$ cat src/rtl/core/lennard_jones_pair_force_unit_assert.svh
// ----------------------------------------------------------------------------
// Lennard-Jones pair force unit: assertion macros
// Shared concurrent assertion forms used by the core modules.
// ----------------------------------------------------------------------------
`ifndef LENNARD_JONES_PAIR_FORCE_UNIT_ASSERT_SVH
`define LENNARD_JONES_PAIR_FORCE_UNIT_ASSERT_SVH

// The consequent holds in the same cycle as the antecedent.
`define LJPF_ASSERT_IMPL(label, clk, rst_n, ante, cons) \
	label: assert property (@(posedge clk) disable iff (!rst_n) (ante) |-> (cons)) \
		else $error("lennard_jones_pair_force_unit: assertion failed");

// The consequent holds in the cycle after the antecedent.
`define LJPF_ASSERT_NEXT(label, clk, rst_n, ante, cons) \
	label: assert property (@(posedge clk) disable iff (!rst_n) (ante) |=> (cons)) \
		else $error("lennard_jones_pair_force_unit: assertion failed");

// The expression is never true.
`define LJPF_ASSERT_NEVER(label, clk, rst_n, expr) \
	label: assert property (@(posedge clk) disable iff (!rst_n) !(expr)) \
		else $error("lennard_jones_pair_force_unit: assertion failed");

`endif

$ cat src/rtl/core/ljpf_pkg.sv
// ----------------------------------------------------------------------------
// ljpf_pkg
// Types, constants and saturating helpers for the Lennard-Jones pair force unit.
// ----------------------------------------------------------------------------
package ljpf_pkg;

	localparam int MAX_ATOMS_DEF = 4096;

	localparam logic [1:0] CFG_REPULSIVE  = 2'd0;
	localparam logic [1:0] CFG_ATTRACTIVE = 2'd1;
	localparam logic [1:0] CFG_CUTOFF     = 2'd2;
	localparam logic [1:0] CFG_BOX        = 2'd3;

	localparam logic [47:0] REPULSIVE_RST  = 48'd262144;
	localparam logic [47:0] ATTRACTIVE_RST = 48'd262144;
	localparam logic [31:0] CUTOFF_RST     = 32'd2359296;
	localparam logic [30:0] BOX_RST        = 31'd655360;

	localparam logic [47:0] POS48 = 48'h7FFF_FFFF_FFFF;
	localparam logic [47:0] NEG48 = 48'h8000_0000_0000;
	// Largest value whose twelvefold still fits in 64 bits.
	localparam logic [63:0] B12_LIMIT = 64'h1555_5555_5555_5555;

	typedef struct packed {
		logic [11:0] home_atom;
		logic [11:0] other_atom;
		logic signed [31:0] home_x;
		logic signed [31:0] home_y;
		logic signed [31:0] home_z;
		logic signed [31:0] other_x;
		logic signed [31:0] other_y;
		logic signed [31:0] other_z;
		logic last_neighbour;
		logic start_of_step;
	} in_item_t;

	typedef struct packed {
		logic [11:0] atom_index;
		logic signed [47:0] force_x;
		logic signed [47:0] force_y;
		logic signed [47:0] force_z;
		logic signed [47:0] total_energy;
	} out_item_t;

	typedef struct packed {
		logic [47:0] repulsive_coeff;
		logic [47:0] attractive_coeff;
		logic [31:0] cutoff_squared;
		logic [30:0] box_length;
	} cfg_t;

	// One classified pair handed from the front to the back.
	typedef struct packed {
		logic valid_pair;
		logic [11:0] home_atom;
		logic [2:0][23:0] mag;
		logic [2:0] neg;
		logic [49:0] dist_sq;
		logic last;
		logic start;
	} pair_t;

	function automatic logic signed [33:0] wrap_f(logic signed [33:0] d, logic [30:0] box);
		logic signed [33:0] box_s;
		logic signed [33:0] half_s;
		box_s  = $signed({3'b000, box});
		half_s = $signed({4'b0000, box[30:1]});
		if (d > half_s) begin
			return d - box_s;
		end else if (d < -half_s) begin
			return d + box_s;
		end
		return d;
	endfunction

	function automatic logic [47:0] clamp48(logic neg, logic [63:0] mag);
		if (neg) begin
			return (mag >= 64'h8000_0000_0000) ? NEG48 : 48'd0 - mag[47:0];
		end
		return (mag >= 64'h7FFF_FFFF_FFFF) ? POS48 : mag[47:0];
	endfunction

	function automatic logic [47:0] add48(logic [47:0] a, logic [47:0] b);
		logic [48:0] s;
		s = {a[47], a} + {b[47], b};
		if (s[48] != s[47]) begin
			return s[48] ? NEG48 : POS48;
		end
		return s[47:0];
	endfunction

endpackage

$ cat src/rtl/core/ljpf_queue.sv
// ----------------------------------------------------------------------------
// ljpf_queue
// Two-entry queue of classified pairs between the front and the back.
// ----------------------------------------------------------------------------
`include "lennard_jones_pair_force_unit_assert.svh"

module ljpf_queue import ljpf_pkg::*; (
	input  logic  clk,
	input  logic  arst_n,
	input  logic  push,
	input  pair_t push_data,
	output logic  full,
	input  logic  pop,
	output logic  not_empty,
	output pair_t pop_data
);

	pair_t      mem_q [2];
	logic       wp_q;
	logic       rp_q;
	logic [1:0] cnt_q;

	assign full      = (cnt_q == 2'd2);
	assign not_empty = (cnt_q != 2'd0);
	assign pop_data  = mem_q[rp_q];

	always_ff @(posedge clk or negedge arst_n) begin
		if (!arst_n) begin
			wp_q  <= 1'b0;
			rp_q  <= 1'b0;
			cnt_q <= 2'd0;
		end else begin
			if (push) begin
				wp_q <= ~wp_q;
			end
			if (pop) begin
				rp_q <= ~rp_q;
			end
			case ({push, pop})
				2'b10:   cnt_q <= cnt_q + 2'd1;
				2'b01:   cnt_q <= cnt_q - 2'd1;
				default: cnt_q <= cnt_q;
			endcase
		end
	end

	always_ff @(posedge clk) begin
		if (push) begin
			mem_q[wp_q] <= push_data;
		end
	end

	`LJPF_ASSERT_NEVER(a_q_overflow, clk, arst_n, push && full && !pop)
	`LJPF_ASSERT_NEVER(a_q_underflow, clk, arst_n, pop && !not_empty)
	`LJPF_ASSERT_NEVER(a_q_count, clk, arst_n, cnt_q == 2'd3)

endmodule

$ cat config.mk
export PLATFORM = sky130hd
export DESIGN_NAME = ljpf_queue
export DESIGN_NICKNAME = d
export VERILOG_FILES = /design/src/rtl/core/ljpf_pkg.sv /design/src/rtl/core/ljpf_queue.sv
export VERILOG_INCLUDE_DIRS = /design/src /design/src/rtl/core
export SDC_FILE = /design/constraint.sdc
export NUM_CORES = 1
export LEC_CHECK = 0
export BUFFER_PORTS_ARGS = -buffer_cell sky130_fd_sc_hd__buf_2
export CAP_MARGIN = 25
export CORE_MARGIN = 5
export CORE_UTILIZATION = 54
export CTS_BUF_LIST = sky130_fd_sc_hd__clkbuf_2
export CTS_CLUSTER_SIZE = 10
export DETAILED_ROUTE_END_ITERATION = 8
export PLACE_DENSITY = 0.94
export SYNTH_ARGS = -nofsm -noshare
export SYNTH_HDL_FRONTEND = slang
export SYNTH_SLANG_ARGS = --single-unit
$ cat constraint.sdc
create_clock -name clk -period 8.1 [get_ports clk]
set_input_delay 1.215 -clock clk [delete_from_list [all_inputs] [get_ports clk]]
set_output_delay 1.215 -clock clk [all_outputs]
set_load 0.05 [all_outputs]
==> impl_metrics.ini <==
[placement]
dpl.cell_count = 991
post-place-ws_ns = 4.54
gp_congestion = 0.752
portBuffers = 285
dp_hpwl_um = 13600

[routing]
dr.pass1.iters = 4
drc_errors = 0
ant_nets = 0
routed_via_density = 4.91
wl_um = 20400
initialDrtViolationCount = 222
via_count = 5457
wl_per_cell_um = 18.4

[critical_path]
startpoint_type = flop
cp_max_fo = 55
cp_data_required_time_ns = 6.88
critPathArrivalTime_ns = 2.87
critPathKind = reg -> out
critPathCaptureType = primary output

[sta]
fin_crit_sh = 0.504
skew_ns = 0.0216
worst_slew_pin_slew_ns = 0.962
fmax_mhz = 245
fin_ws_ns = 4.02
maxSlewViolCount = 0
hold_viol = 0
rsz0062_at_grt = no
fin_crit_ns = 4.08
setup_viol = 0
fin_hold_ws_ns = 0.281
slew_headroom = 0.358
setup_tns_ns = 0

[die]
rows = 51
die_area_sq_um = 22700
die_y_um = 151
die_w_um = 151
core_sq_um = 19500
io_pins = 286
start_util = 0.548

[cells_and_area]
n_fill_cell = 1298
area_growth_pct = 21.4
fin_cells = 1111
nets = 943
drive_above_1_share = 0.638
multi_input_area_sq_um = 2010
regArea_sq_um = 8510
layout_commonest_cell = buf_2
final_cell_mix = 285 x buf_2, 280 x edfxtp_1, 97 x clkbuf_2, 90 x mux2_4, 50 x mux2_2

[global_routing]
grt_pass1_wl_um = 30500
antenna_found_initial = 4
grt_pass1_vias = 5869
grt_usage = 0.179
grt_max_degree = 72
grt_overflow = 0

[clock_network]
cts_root_buf = clkbuf_2
cts_made_buffers = 69
cts_max_level = 3
post_cts_resized = 0
cts_tree = yes
post_cts_buffers = 0
clkTransAtPathRegs_ns = 0.10
insertion_delay_ns = 0.72
clock_path_buffers = 3
clock_sinks = 284
cts_hold_buf = 0

[synthesis]
yosysWarnings = 0
synth.avg_cell_area_sq_um = 23.6
yosys-top-cells-area = edfxtp_1 79%, mux2_4 13%, mux2_2 5.3%
synth_top_cell_by_area = edfxtp_1
yosysUniqueCellTypes = 15
seq_area_frac_synth = 0.798
synthCells = 452
yosysTopAreaCellShare = 0.789
synth_fp_nets = 597
syn_area_sq_um = 10700
synth_seq_cells = 284

[pwr]
total_power_uw = 5220
p_leak_uw = 0.00527
power_density_nw_per_um2 = 403
irDropWorstVdd_mv = 0.400

[run]
drv_cap = 0

[hold_path]
hold_class = in -> async

[status]
outcome = finished, final reports clean
-- worst max-delay path: stages (launching register included) --
cell     delay [ns]
dfrtp_4        0.65
buf_4          0.79
mux2_2         0.41
buf_2          0.21
-- where the power goes --
group / switching [uW] / total (uW) / leakage (uW) / internal [uW]
Clock: 512 / 864 / 0.000458 / 352
Combinational: 1610 / 2310 / 0.00214 / 696
Sequential: 94.1 / 2050 / 0.00267 / 1950
Total: 2220 / 5220 / 0.00527 / 3000
-- flip-flops by register name (all words and copies together) (netlist names) --
signal  flops
rp_q        1
mem_q     280
wp_q        1
cnt_q       2
-- path summary, 6_finish.rpt --
kind | slack (ns) | cells past startpoint | from | to
hold / removal | 0.28 | 1 | arst_n | wp_q$_DFFE_PN0P_
min in group clk | 0.50 | 1 | cnt_q[1]$_DFFE_PN0P_ | cnt_q[1]$_DFFE_PN0P_
setup / recovery | 4.02 | 3 | rp_q$_DFFE_PN0P_ | pop_data[135]
hold reg to reg | 0.50 | 1 | cnt_q[1]$_DFFE_PN0P_ | cnt_q[1]$_DFFE_PN0P_
max in group asynchronous | 7.68 | 1 | arst_n | rp_q$_DFFE_PN0P_
setup reg to reg | 5.47 | 3 | wp_q$_DFFE_PN0P_ | mem_q[0][26]$_DFFE_PP_
-- synth_stat cells, drive strengths merged --
cell type,n
and2,1
buf,16
dfrtp,4
edfxtp,280
ha,1
inv,1
mux2,140
nor2,2
nor2b,1
or2,1
xnor2,2
xor2,3
-- cell families after synthesis --
| group | after synthesis | share of synthesized area |
|---|---|---|
| mux | 140 | 0.180 |
| flops | 284 | 0.798 |
| buf+inv | 17 | 0.0147 |
| xor+xnor | 5 | 0.00411 |
| fa+ha+maj | 1 | 0.00117 |
| simple gates | 5 | 0.00247 |
-- layer usage --
metal	wire length [um]	track usage
met1	7410	0.201
met5	13	0
met3	1660	0.0602
met2	10800	0.309
met4	531	0.0851
-- per-stage QoR --
step | utilization | cell area [sq um]
after floorplan | - | 10700
after global placement | 0.633 | 12300
after detailed placement | 0.633 | 12300
after CTS | 0.663 | 12900
after global routing | 0.665 | 12900
final | 0.665 | 12900
-- layout make-up --
| type | instances | area share |
|---|---|---|
| sequential | 284 | 0.658 |
| multi-input combinational | 151 | 0.155 |
| timing repair buffer | 291 | 0.115 |
| clock buffer | 97 | 0.0375 |
| tap | 265 | 0.0256 |
| clock inverter | 19 | 0.00774 |
| antenna | 3 | 0.000580 |
| inverter | 1 | 0.000290 |
(Power assumes the default switching activity.)
