### config.mk
export PLATFORM = sky130hd
export DESIGN_NAME = ljpf_front
export DESIGN_NICKNAME = d
export VERILOG_FILES = /design/src/rtl/core/lennard_jones_pair_force_unit_assert.svh /design/src/rtl/core/ljpf_pkg.sv /design/src/rtl/core/ljpf_front.sv
export SDC_FILE = /design/constraint.sdc
export NUM_CORES = 2
export LEC_CHECK = 0
export BUFFER_PORTS_ARGS = -buffer_cell sky130_fd_sc_hd__buf_2
export CAP_MARGIN = 20
export CORE_ASPECT_RATIO = 0.7
export CORE_UTILIZATION = 45
export DETAILED_ROUTE_END_ITERATION = 8
export PLACE_DENSITY_LB_ADDON = 0.05
export SKIP_CTS_REPAIR_TIMING = 1
export SLEW_MARGIN = 25
export SYNTH_ARGS = -nofsm -noshare
export SYNTH_HDL_FRONTEND = slang
export SYNTH_SLANG_ARGS = --single-unit
### constraint.sdc
create_clock -name clk -period 13.9 [get_ports clk]
set_input_delay 0 -clock clk [delete_from_list [all_inputs] [get_ports clk]]
set_output_delay 0 -clock clk [all_outputs]
set_load 0.01 [all_outputs]
### src/rtl/core/lennard_jones_pair_force_unit_assert.svh
// ----------------------------------------------------------------------------
// Lennard-Jones pair force unit: assertion macros
// Shared concurrent assertion forms used by the core modules.
// ----------------------------------------------------------------------------
`ifndef LENNARD_JONES_PAIR_FORCE_UNIT_ASSERT_SVH
`define LENNARD_JONES_PAIR_FORCE_UNIT_ASSERT_SVH

// The consequent holds in the same cycle as the antecedent.
`define LJPF_ASSERT_IMPL(label, clk, rst_n, ante, cons) \
	label: assert property (@(posedge clk) disable iff (!rst_n) (ante) |-> (cons)) \
		else $error("lennard_jones_pair_force_unit: assertion failed");

// The consequent holds in the cycle after the antecedent.
`define LJPF_ASSERT_NEXT(label, clk, rst_n, ante, cons) \
	label: assert property (@(posedge clk) disable iff (!rst_n) (ante) |=> (cons)) \
		else $error("lennard_jones_pair_force_unit: assertion failed");

// The expression is never true.
`define LJPF_ASSERT_NEVER(label, clk, rst_n, expr) \
	label: assert property (@(posedge clk) disable iff (!rst_n) !(expr)) \
		else $error("lennard_jones_pair_force_unit: assertion failed");

`endif

### src/rtl/core/ljpf_pkg.sv
// ----------------------------------------------------------------------------
// ljpf_pkg
// Types, constants and saturating helpers for the Lennard-Jones pair force unit.
// ----------------------------------------------------------------------------
package ljpf_pkg;

	localparam int MAX_ATOMS_DEF = 4096;

	localparam logic [1:0] CFG_REPULSIVE  = 2'd0;
	localparam logic [1:0] CFG_ATTRACTIVE = 2'd1;
	localparam logic [1:0] CFG_CUTOFF     = 2'd2;
	localparam logic [1:0] CFG_BOX        = 2'd3;

	localparam logic [47:0] REPULSIVE_RST  = 48'd262144;
	localparam logic [47:0] ATTRACTIVE_RST = 48'd262144;
	localparam logic [31:0] CUTOFF_RST     = 32'd2359296;
	localparam logic [30:0] BOX_RST        = 31'd655360;

	localparam logic [47:0] POS48 = 48'h7FFF_FFFF_FFFF;
	localparam logic [47:0] NEG48 = 48'h8000_0000_0000;
	// Largest value whose twelvefold still fits in 64 bits.
	localparam logic [63:0] B12_LIMIT = 64'h1555_5555_5555_5555;

	typedef struct packed {
		logic [11:0] home_atom;
		logic [11:0] other_atom;
		logic signed [31:0] home_x;
		logic signed [31:0] home_y;
		logic signed [31:0] home_z;
		logic signed [31:0] other_x;
		logic signed [31:0] other_y;
		logic signed [31:0] other_z;
		logic last_neighbour;
		logic start_of_step;
	} in_item_t;

	typedef struct packed {
		logic [11:0] atom_index;
		logic signed [47:0] force_x;
		logic signed [47:0] force_y;
		logic signed [47:0] force_z;
		logic signed [47:0] total_energy;
	} out_item_t;

	typedef struct packed {
		logic [47:0] repulsive_coeff;
		logic [47:0] attractive_coeff;
		logic [31:0] cutoff_squared;
		logic [30:0] box_length;
	} cfg_t;

	// One classified pair handed from the front to the back.
	typedef struct packed {
		logic valid_pair;
		logic [11:0] home_atom;
		logic [2:0][23:0] mag;
		logic [2:0] neg;
		logic [49:0] dist_sq;
		logic last;
		logic start;
	} pair_t;

	function automatic logic signed [33:0] wrap_f(logic signed [33:0] d, logic [30:0] box);
		logic signed [33:0] box_s;
		logic signed [33:0] half_s;
		box_s  = $signed({3'b000, box});
		half_s = $signed({4'b0000, box[30:1]});
		if (d > half_s) begin
			return d - box_s;
		end else if (d < -half_s) begin
			return d + box_s;
		end
		return d;
	endfunction

	function automatic logic [47:0] clamp48(logic neg, logic [63:0] mag);
		if (neg) begin
			return (mag >= 64'h8000_0000_0000) ? NEG48 : 48'd0 - mag[47:0];
		end
		return (mag >= 64'h7FFF_FFFF_FFFF) ? POS48 : mag[47:0];
	endfunction

	function automatic logic [47:0] add48(logic [47:0] a, logic [47:0] b);
		logic [48:0] s;
		s = {a[47], a} + {b[47], b};
		if (s[48] != s[47]) begin
			return s[48] ? NEG48 : POS48;
		end
		return s[47:0];
	endfunction

endpackage

### src/rtl/core/ljpf_front.sv
// ----------------------------------------------------------------------------
// ljpf_front
// Accepts pair requests, wraps the distance, forms the squared distance and
// classifies the pair before handing it to the queue.
// ----------------------------------------------------------------------------
module ljpf_front import ljpf_pkg::*; #(
	parameter int MAX_ATOMS = MAX_ATOMS_DEF
) (
	input  logic     clk,
	input  logic     arst_n,
	input  logic     in_valid,
	output logic     in_stall,
	input  in_item_t in_item,
	input  cfg_t     cfg,
	input  logic     q_full,
	output logic     q_push,
	output pair_t    q_data
);

	typedef enum logic [3:0] {
		F_IDLE = 4'b0001,
		F_WRAP = 4'b0010,
		F_SQ   = 4'b0100,
		F_PUSH = 4'b1000
	} fstate_t;

	fstate_t         state_q;
	in_item_t        item_q;
	logic [23:0]     mag_q [3];
	logic [2:0]      neg_q;
	logic            big_q;
	logic [49:0]     s_q;
	logic [1:0]      cnt_q;

	logic signed [33:0] diff [3];
	logic signed [33:0] wr [3];
	logic [33:0]        absd [3];
	logic [47:0]        sq;
	logic               idx_ok;

	assign in_stall = (state_q != F_IDLE);

	always_comb begin
		diff[0] = $signed({{2{item_q.home_x[31]}}, item_q.home_x})
			- $signed({{2{item_q.other_x[31]}}, item_q.other_x});
		diff[1] = $signed({{2{item_q.home_y[31]}}, item_q.home_y})
			- $signed({{2{item_q.other_y[31]}}, item_q.other_y});
		diff[2] = $signed({{2{item_q.home_z[31]}}, item_q.home_z})
			- $signed({{2{item_q.other_z[31]}}, item_q.other_z});
		for (int i = 0; i < 3; i++) begin
			wr[i]   = wrap_f(diff[i], cfg.box_length);
			absd[i] = wr[i][33] ? 34'(-wr[i]) : 34'(wr[i]);
		end
	end

	assign sq = mag_q[cnt_q] * mag_q[cnt_q];

	assign idx_ok = (32'(item_q.home_atom) < MAX_ATOMS) && (32'(item_q.other_atom) < MAX_ATOMS)
		&& (item_q.home_atom != item_q.other_atom);

	always_comb begin
		q_data.valid_pair = idx_ok && !big_q && (s_q != 50'd0)
			&& (s_q < {2'b00, cfg.cutoff_squared, 16'd0});
		q_data.home_atom  = item_q.home_atom;
		q_data.mag[0]     = mag_q[0];
		q_data.mag[1]     = mag_q[1];
		q_data.mag[2]     = mag_q[2];
		q_data.neg        = neg_q;
		q_data.dist_sq    = s_q;
		q_data.last       = item_q.last_neighbour;
		q_data.start      = item_q.start_of_step;
	end

	assign q_push = (state_q == F_PUSH) && !q_full;

	always_ff @(posedge clk or negedge arst_n) begin
		if (!arst_n) begin
			state_q <= F_IDLE;
			cnt_q   <= 2'd0;
		end else begin
			case (state_q)
				F_IDLE: begin
					if (in_valid) begin
						state_q <= F_WRAP;
					end
				end
				F_WRAP: begin
					cnt_q   <= 2'd0;
					state_q <= F_SQ;
				end
				F_SQ: begin
					cnt_q <= cnt_q + 2'd1;
					if (cnt_q == 2'd2) begin
						state_q <= F_PUSH;
					end
				end
				F_PUSH: begin
					if (!q_full) begin
						state_q <= F_IDLE;
					end
				end
				default: state_q <= F_IDLE;
			endcase
		end
	end

	always_ff @(posedge clk) begin
		if (state_q == F_IDLE && in_valid) begin
			item_q <= in_item;
		end
		if (state_q == F_WRAP) begin
			for (int i = 0; i < 3; i++) begin
				mag_q[i] <= absd[i][23:0];
				neg_q[i] <= wr[i][33];
			end
			big_q <= (|absd[0][33:24]) || (|absd[1][33:24]) || (|absd[2][33:24]);
			s_q   <= 50'd0;
		end
		if (state_q == F_SQ) begin
			s_q <= s_q + 50'(sq);
		end
	end

endmodule

==> flow_metrics.env <==
export IMPL_outcome="finished clean"
export IMPL_syn_instance_count=5766
export IMPL_path_max_fanout=28
export IMPL_area_growth_pct=15.8
export IMPL_grt_usage_pct=31.7
export IMPL_final_cell_mix="821 x inv_1, 593 x ha_1, 557 x nor2_1"
export IMPL_finalSetupViolations=0
export IMPL_hold_start="in_item[41]"
export IMPL_grt_max_degree=125
export IMPL_multi_input_area_um2=37300
export IMPL_worst_r2r_path_depth=40
export IMPL_seq_area_um2=10500
export IMPL_numCtsBuffers=41
export IMPL_r2r_start="item_q[98]"
export IMPL_cp_required_ns=14.25
export IMPL_tritoncts="yes"
export IMPL_wl_um=187000
export IMPL_endpoint_kind="flop"
export IMPL_synth_edf_count=344
export IMPL_setup_worst_path_start_class="flop"
export IMPL_overflow=0
export IMPL_clock_latency_ns=0.64
export IMPL_drv_cap=0
export IMPL_slowest_delay_ns=0.82
export IMPL_core_um2=113000
export IMPL_dieHeight_um=285
export IMPL_rsz0062_at_grt="false"
export IMPL_slew_viol_final=0
export IMPL_clkSinkCount=350
export IMPL_final_common_cell="inv_1"
export IMPL_postRouteAntennaNets=0
export IMPL_gp_congestion=1.02
export IMPL_die_x_um=406
export IMPL_start_util_pct=45.5
export IMPL_slowest_stage="a2111oi_1"
export IMPL_nets=7897
export IMPL_r2r_slack_ns=1.53
export IMPL_clockRootBuffer="clkbuf_16"
export IMPL_yosysUniqueCellTypes=93
export IMPL_ys_flop_type="edfxtp_1"
export IMPL_hold_path_endpoint="item_q[41]"
export IMPL_syn_cell_area_um2=51500
export IMPL_dieArea_um2=116000
export IMPL_cts_reportedPaths_clkPinSlew_ns=0.06
export IMPL_yosysSeqAreaShare_pct=20.3
export IMPL_period_needed_ns=12.37
export IMPL_slew_headroom_pct=16.2
export IMPL_rr_endpoint="big_q"
export IMPL_finalHoldViolCount=0
export IMPL_arrival_ns=12.73
export IMPL_fmax_mhz=80.8
export IMPL_vias=45654
export IMPL_drt_iter0_drc=4468
export IMPL_grt_pass1_vias=42999
export IMPL_dp_hpwl_um=155000
export IMPL_antenna_found_initial=23
export IMPL_wl_met1_um=89000
export IMPL_synthTopCellsByArea="edfxtp_1 20%, fa_1 19%, ha_1 14%"
export IMPL_critPathKind="reg2reg"
export IMPL_timing_final_crit_share_pct=89.0
export IMPL_dr_pass1_iters=6
export IMPL_whs_path_depth=2
export IMPL_syn_nets=7218
export IMPL_ys_ff_latch=350
export IMPL_io_pins=523
export IMPL_async_flop_share_pct=1.71
export IMPL_grt_pass1_wl_um=274000
export IMPL_drc=0
export IMPL_yosysTopAreaCellShare_pct=20.0
export IMPL_met2_length_um=73100
export IMPL_nFillCells=10819
export IMPL_drive_above_1_share_pct=11.0
export IMPL_worst_pin_slew_ns=1.25
export IMPL_fin_setup_tns_ns=0
export IMPL_wl_per_cell_um=23.4
export IMPL_fin_worst_skew_ns=0.0422
export IMPL_post_drt_via_cell_ratio=5.70
export IMPL_port_buffer_count=426
export IMPL_htreeDepth=2
export IMPL_dr_max_layer_used="met5"
export IMPL_yosysTopAreaCell="edfxtp_1"
export IMPL_route_met3_wl_um=20600
export IMPL_yosysWarnings=0
export IMPL_ctsLongestPathBuffers=3
export IMPL_rows=103
export IMPL_hold_path_class="in2reg"
export IMPL_avgSynthCellArea_um2=8.94
cells in the mapped netlist (52+ instances only):
| cell type | count |
|---|---|
| nor2_1 | 558 |
| xnor2_1 | 285 |
| clkbuf_1 | 112 |
| a21o_1 | 134 |
| a211oi_1 | 52 |
| edfxtp_1 | 344 |
| or3_1 | 68 |
| nand2_1 | 381 |
| fa_1 | 478 |
| nor3_1 | 107 |
| nand3_1 | 99 |
| inv_1 | 822 |
| ha_1 | 593 |
| mux2i_1 | 85 |
| nor4_1 | 70 |
| xor2_1 | 106 |
| a21oi_1 | 353 |
| nand4_1 | 79 |
| o21ai_0 | 219 |
| o21a_1 | 62 |
routing by layer:
layer  vias to the layer above  GRT usage, %
li1                      21395             -
met1                     22149          48.9
met2                      1864          42.9
met3                       232          9.06
met4                        14          7.30
met5                         -             0
sequential cells by signal, indices dropped and copies added (netlist names):
name / count
q_data: 14
neg_q: 3
item_q: 204
state_q: 4
big_q: 1
cnt_q: 2
s_q: 50
mag_q: 72
worst max-delay path by stage:
stage / from / to / slack (ns) / depth (start not counted)
after CTS: item_q[98] / big_q / 1.60 / 40
after global routing: item_q[98] / big_q / 0.79 / 40
after global placement: item_q[98] / big_q / 1.96 / 40
after detailed placement: item_q[98] / big_q / 1.70 / 40
final: item_q[98] / big_q / 1.53 / 40
after floorplan: state_q[3] / item_q[100] / 3.28 / 3
kinds of logic after synthesis:
group | count (synthesis) | synth area share [%]
AND/OR/NAND/NOR | 1648 | 15.3
AO/OA/AOI/OAI | 1194 | 15.1
adder cells (fa/ha/maj) | 1071 | 33.0
buffers and inverters | 1004 | 7.47
XOR/XNOR | 391 | 6.65
flip-flops | 350 | 20.3
multiplexers | 108 | 2.18
through the flow:
| step | util (%) | hold slack, ns | std cells | setup slack (ns) | area [µm²] |
|---|---|---|---|---|---|
| 2_1_floorplan | - | -0.296 | 5766 | 3.28 | 51500 |
| 3_3_place_gp | 49.5 | -0.165 | 7702 | 1.96 | 56000 |
| 3_5_place_dp | 49.5 | -0.166 | 7702 | 1.70 | 56000 |
| 4_1_cts | 50.7 | -0.857 | 7773 | 1.60 | 57400 |
| 5_1_grt | 52.7 | 0.0641 | 8001 | 0.787 | 59700 |
| 6_report | 52.7 | 0.0678 | 8003 | 1.53 | 59700 |
critical path: cells and delay by family (launching register included):
family	cells	cell delay (ns)
simple gates	13	3.35
buf+inv	6	1.13
flops	1	0.37
xor+xnor	1	0.49
mux	2	0.56
compound gates	14	4.80
fa+ha+maj	4	1.37
final cells by class:
class	count	share of cell area (%)
well taps	1522	3.19
clock buffers	50	1.85
diodes	8	0.0336
clock inverters	21	0.403
flip-flops and latches	350	17.6
multi-input cells	4412	62.5
repair buffers	790	9.11
inverters	850	5.35
Power is left out: the tool's default activity adds up to more than one toggle a clock period on the data nets, which glitch-free logic cannot reach.
